$ cat src/hw/rtl/sbe_message_validator_macros.svh
// assertion macros shared by the message validator rtl
// depends on clk and arst_n being visible at the point of use
`ifndef SBE_MESSAGE_VALIDATOR_MACROS_SVH
`define SBE_MESSAGE_VALIDATOR_MACROS_SVH
// implication or plain property, sampled on clk, off during reset
`define SBE_ASSERT(lbl, prop, msg) \
	lbl: assert property (@(posedge clk) disable iff (!arst_n) prop) else $error(msg);
// condition that must never be seen
`define SBE_NEVER(lbl, cond, msg) \
	`SBE_ASSERT(lbl, !(cond), msg)
`endif

$ cat src/hw/rtl/sbe_pkg.sv
// package for the message validator: status codes, opcodes, fsm states
// and the table write/read structs; no dependencies
package sbe_pkg;
	localparam int HDR_BYTES = 8;
	localparam int GHDR_BYTES = 4;

	localparam logic [1:0] OP_BYTE = 2'd0;
	localparam logic [1:0] OP_TMPL = 2'd1;
	localparam logic [1:0] OP_GLEN = 2'd2;

	localparam logic CFG_MAX_MSG = 1'b0;
	localparam logic CFG_MAX_ENT = 1'b1;

	localparam logic [3:0] STAT_OK        = 4'd0;
	localparam logic [3:0] STAT_TOO_LARGE = 4'd1;
	localparam logic [3:0] STAT_SHORT_HDR = 4'd2;
	localparam logic [3:0] STAT_UNKNOWN   = 4'd3;
	localparam logic [3:0] STAT_ROOT_SHORT = 4'd4;
	localparam logic [3:0] STAT_ROOT_TRUNC = 4'd5;
	localparam logic [3:0] STAT_GHDR_TRUNC = 4'd6;
	localparam logic [3:0] STAT_GBLK_SHORT = 4'd7;
	localparam logic [3:0] STAT_ZERO_SIZE = 4'd8;
	localparam logic [3:0] STAT_G_OVERFLOW = 4'd9;
	localparam logic [3:0] STAT_TOO_MANY  = 4'd10;

	typedef enum logic [3:0] {
		S_IDLE, S_CHECK, S_HFETCH, S_SCAN_RD, S_SCAN_CMP, S_ROOT,
		S_GRP, S_GFETCH, S_GCHK, S_GMUL, S_DONE
	} state_t;

	typedef struct packed {
		logic        tmpl_we;
		logic        grp_we;
		logic [3:0]  slot;
		logic [15:0] key;
		logic [15:0] len;
		logic [3:0]  total;
		logic [2:0]  gidx;
		logic        live;
	} tbl_wr_t;

	typedef struct packed {
		logic        live;
		logic [15:0] id;
		logic [15:0] root;
		logic [5:0]  total;
		logic [15:0] glen;
	} tbl_rd_t;
endpackage

$ cat src/hw/rtl/sbe_tbl.sv
// template table: ids, root lengths, group totals, live bits and group
// block lengths, with registered reads; uses sbe_pkg
module sbe_tbl #(
	parameter int TEMPLATES = 16,
	parameter int MAX_GROUPS = 8
) (
	input  logic           clk,
	input  logic           arst_n,
	input  sbe_pkg::tbl_wr_t wr,
	input  logic [((TEMPLATES > 1) ? $clog2(TEMPLATES) : 1)-1:0] rd_slot,
	input  logic [((TEMPLATES * ((MAX_GROUPS > 0) ? MAX_GROUPS : 1) > 1) ?
		$clog2(TEMPLATES * ((MAX_GROUPS > 0) ? MAX_GROUPS : 1)) : 1)-1:0] rd_cell,
	output sbe_pkg::tbl_rd_t rd
);
	import sbe_pkg::*;

	localparam int TW = (TEMPLATES > 1) ? $clog2(TEMPLATES) : 1;
	localparam int MG = (MAX_GROUPS > 0) ? MAX_GROUPS : 1;
	localparam int CELLS = TEMPLATES * MG;
	localparam int CW = (CELLS > 1) ? $clog2(CELLS) : 1;

	logic [15:0] id_mem [TEMPLATES];
	logic [15:0] root_mem [TEMPLATES];
	logic [5:0]  tot_mem [TEMPLATES];
	logic [15:0] glen_mem [CELLS];
	logic [TEMPLATES-1:0] live_q;
	logic [CELLS-1:0]     gvalid_q;
	logic        slot_ok, cell_ok;
	logic [TW+3:0] slot_w;
	logic [CW-1:0] wr_cell;
	logic [5:0]  total_sat;
	logic        live_s1, gvalid_s1;
	logic [15:0] id_s1, root_s1, glen_s1;
	logic [5:0]  tot_s1;

	always_comb begin
		slot_w = (TW + 4)'(wr.slot);
		slot_ok = 32'(wr.slot) < TEMPLATES;
		cell_ok = slot_ok && (32'(wr.gidx) < MAX_GROUPS);
		wr_cell = CW'(32'(wr.slot) * MG + 32'(wr.gidx));
		total_sat = (32'(wr.total) > MAX_GROUPS) ? 6'(MAX_GROUPS) : 6'(wr.total);
	end

	always_ff @(posedge clk) begin
		if (wr.tmpl_we && slot_ok) begin
			id_mem[slot_w[TW-1:0]] <= wr.key;
			root_mem[slot_w[TW-1:0]] <= wr.len;
			tot_mem[slot_w[TW-1:0]] <= total_sat;
		end
		if (wr.grp_we && cell_ok) begin
			glen_mem[wr_cell] <= wr.len;
		end
		id_s1 <= id_mem[rd_slot];
		root_s1 <= root_mem[rd_slot];
		tot_s1 <= tot_mem[rd_slot];
		glen_s1 <= glen_mem[rd_cell];
	end

	always_ff @(posedge clk or negedge arst_n) begin
		if (!arst_n) begin
			live_q <= '0;
			gvalid_q <= '0;
			live_s1 <= 1'b0;
			gvalid_s1 <= 1'b0;
		end else begin
			if (wr.tmpl_we && slot_ok) begin
				live_q[slot_w[TW-1:0]] <= wr.live;
			end
			if (wr.grp_we && cell_ok) begin
				gvalid_q[wr_cell] <= 1'b1;
			end
			live_s1 <= live_q[rd_slot];
			gvalid_s1 <= gvalid_q[rd_cell];
		end
	end

	// a group cell never written reads as zero
	always_comb begin
		rd.live = live_s1;
		rd.id = id_s1;
		rd.root = root_s1;
		rd.total = tot_s1;
		rd.glen = gvalid_s1 ? glen_s1 : 16'd0;
	end
endmodule
$ cat config.mk
export PLATFORM = sky130hd
export DESIGN_NAME = sbe_tbl
export DESIGN_NICKNAME = d
export VERILOG_FILES = /design/src/hw/rtl/sbe_message_validator_macros.svh /design/src/hw/rtl/sbe_pkg.sv /design/src/hw/rtl/sbe_tbl.sv
export SDC_FILE = /design/constraint.sdc
export NUM_CORES = 2
export LEC_CHECK = 0
export BUFFER_PORTS_ARGS = -buffer_cell sky130_fd_sc_hd__buf_2
export CAP_MARGIN = 20
export CORE_UTILIZATION = 50
export CTS_CLUSTER_DIAMETER = 200
export DETAILED_ROUTE_END_ITERATION = 8
export GPL_TIMING_DRIVEN = 0
export PLACE_DENSITY = 0.65
export SKIP_LAST_GASP = 1
export SLEW_MARGIN = 20
export SYNTH_ARGS = -nofsm -noshare
export SYNTH_HDL_FRONTEND = slang
export SYNTH_SLANG_ARGS = --single-unit
$ cat constraint.sdc
create_clock -name clk -period 4.6 [get_ports clk]
set_input_delay 0.46 -clock clk [delete_from_list [all_inputs] [get_ports clk]]
set_output_delay 0.46 -clock clk [all_outputs]
set_load 0.05 [all_outputs]
==> flow_summary.yaml <==
run_status:
  status: "complete, but fails checks"
  violations: "design-rule violations"
routing:
  routed_wl_um: 260000
  wl_per_cell_um: 32.6
  via_count: 48700
  drt_pass1_iterations: 8
  vias_per_cell: 6.13
  ant_nets: 0
  drt_iter0_markers: 5931
  drc_errors: 30
die:
  die_h_um: 464
  die_x_um: 464
  start_util_pct: 50.3
  rows: 169
  core_area_um2: 212000
  ios: 114
  die_area_um2: 215000
layout:
  nNetsFinal: 4973
  final_util_pct: 58.4
  stdcell_count: 7958
  fin_area_um2: 124000
  area_delta_synth_final_pct: 16.0
  drive_above_1_share_pct: 38.4
placement:
  placed_cells: 7405
  place_hpwl_um: 171000
  place_area_um2: 114000
  numPortBuffers: 96
  place.gp.congestion: 0.874
setup_path:
  crit_path_end_kind: "register"
  critPathKind: "in -> reg"
  cp_data_arrival_time_ns: 4.70
  cp-start-kind: "input port"
  crit_required_ns: 5.41
  critPathMaxFanout: 10
logic_synthesis:
  synth_area_leaders: "edfxtp_1 (74%), mux4_2 (19%), dfrtp_1 (3.4%)"
  syn-cell-area_um2: 107000
  seq_area_frac_synth_pct: 78.2
  synth_top_area_share_pct: 73.8
  synth-seq-cells: 2822
  synth_area_per_cell_um2: 24.8
  async_flop_share_pct: 5.17
  yosys_warnings: 0
  ys.flop_type: "edfxtp_1"
  synth_enable_flop_cells: 2624
  yosysMostFrequentCell: "edfxtp_1"
  ys_types: 25
  ys_top_cells_by_count: "edfxtp_1 (2624), mux4_2 (899), dfrtp_1 (146)"
  synth_top_cell_by_area: "edfxtp_1"
  syn_inst: 4311
global_routing:
  antenna_found_initial: 30
  grt_pass1_wl_um: 370000
  grt_pass1_vias: 50000
  grt.total_usage_pct: 24.5
  grt_max_degree: 97
  grt_overflow: 0
sta:
  fin_crit_sh_pct: 84.6
  slew_headroom_pct: 17.9
  max_slew.worst_pin.slew_ns: 1.23
  setup_viol: 0
  rsz0062_at_grt: "no"
  finalHoldViolCount: 0
  tns_ns: 0
  clock_skew_ns: 0.0719
  max_freq_mhz: 257
  maxSlewViolCount: 0
  period_needed_ns: 3.89
power_and_ir_drop:
  ir_worst_vdd_mv: 0.409
  p_per_area_nw_per_um2: 446
  leakagePower_nw: 39.7
  finalPower_mw: 55.2
clocking:
  clkTransAtPathRegs_ns: 0.06
  cts_tree: "yes"
  cts_setup_buffers: 0
  clk_latency_ns: 0.94
  clock_sinks: 2822
  cts_buffers: 298
  cts_hold_buf: 27
  cts-resized-gates: 0
  clock_path_buffers: 4
  root_buffer: "clkbuf_16"
  cts_max_level: 5
run:
  max_cap_violations: 0
min_path:
  hold_class: "in -> reg"
sequential cells by signal, indices dropped and copies added (netlist names):
signal     count
id_s1         16
live_s1        1
root_s1       16
tot_s1         4
glen_mem    2048
gvalid_s1      1
gvalid_q     128
live_q        16
tot_mem       64
root_mem     256
id_mem       256
glen_s1       16
report_power, final:
part	total, mW	internal (mW)	switching (mW)
logic	3.39	1.34	2.04
registers	28.6	28.5	0.161
clock network	23.2	13.7	9.44
worst paths after layout:
check                                 start              to  slack [ns]  depth (start not counted)
setup / recovery                 rd_cell[2]      glen_s1[3]        0.71                          8
hold / removal                       wr[10]  glen_mem[3][2]        0.04                          1
setup reg to reg           glen_mem[125][3]      glen_s1[3]        2.02                          4
hold reg to reg                gvalid_q[39]    gvalid_q[39]        0.46                          1
max in group asynchronous            arst_n      live_q[10]        3.54                          3
min in group asynchronous            arst_n     gvalid_q[0]        0.09                          2
worst max-delay path: stages:
cell      delay [ns]
clkbuf_1        0.16
clkbuf_1        0.74
clkbuf_2        0.75
clkbuf_2        0.58
mux4_2          0.41
mux4_2          0.59
mux4_2          0.64
mux2_2          0.33
stage by stage:
stage	hold WS, ns	setup slack [ns]
after global placement	0.444	-4.42
final	0.0422	0.709
after CTS	0.00245	0.772
after detailed placement	0.435	-0.213
after floorplan	0.164	0.354
after global routing	0.0149	0.759
cell usage in the layout (no fill, tap or decap), drive strengths merged:
| master | count |
|---|---|
| edfxtp | 2624 |
| mux4 | 899 |
| clkbuf | 555 |
| buf | 359 |
| dfrtp | 146 |
| nor2 | 142 |
| or2 | 128 |
| clkinv | 73 |
| dfxtp | 52 |
| mux2 | 33 |
| dlygate4sd3 | 27 |
| bufinv | 22 |
| nand2 | 17 |
| and2 | 16 |
| diode | 7 |
| nand3 | 6 |
| inv | 6 |
| nor2b | 5 |
| nor3 | 4 |
| nand3b | 3 |
| nand2b | 2 |
| or3b | 2 |
| and3b | 2 |
| conb | 2 |
| clkinvlp | 2 |
| and3 | 1 |
| or3 | 1 |
| nor3b | 1 |
cells by family after synthesis:
kind of cell	synth area share, %
buffers and inverters	0.886
and+or+nand+nor	1.56
muxes	19.3
other	0.00351
DFF	78.2
metal layers:
metal	track usage, %	share of wire (%)	vias to the layer above	routed length (µm)
li1	-	-	19700	-
met1	34.7	40	26500	103000
met2	38.5	49	2170	126000
met3	5.77	9.4	338	24500
met4	6.40	2.3	8	6080
met5	0	0.018	-	46
cell type report:
class                           count  area [µm²]
Clock buffer                      413        8260
Tap cell                         2821        3530
Buffer                            226         997
Antenna cell                        7        17.5
Sequential cell                  2822       83500
Timing Repair Buffer              302        3650
Multi-Input combinational cell   1264       22800
Clock inverter                    103        1040
Fill cell                       14800       88300
Note: power is estimated with default switching activity, not from simulation.
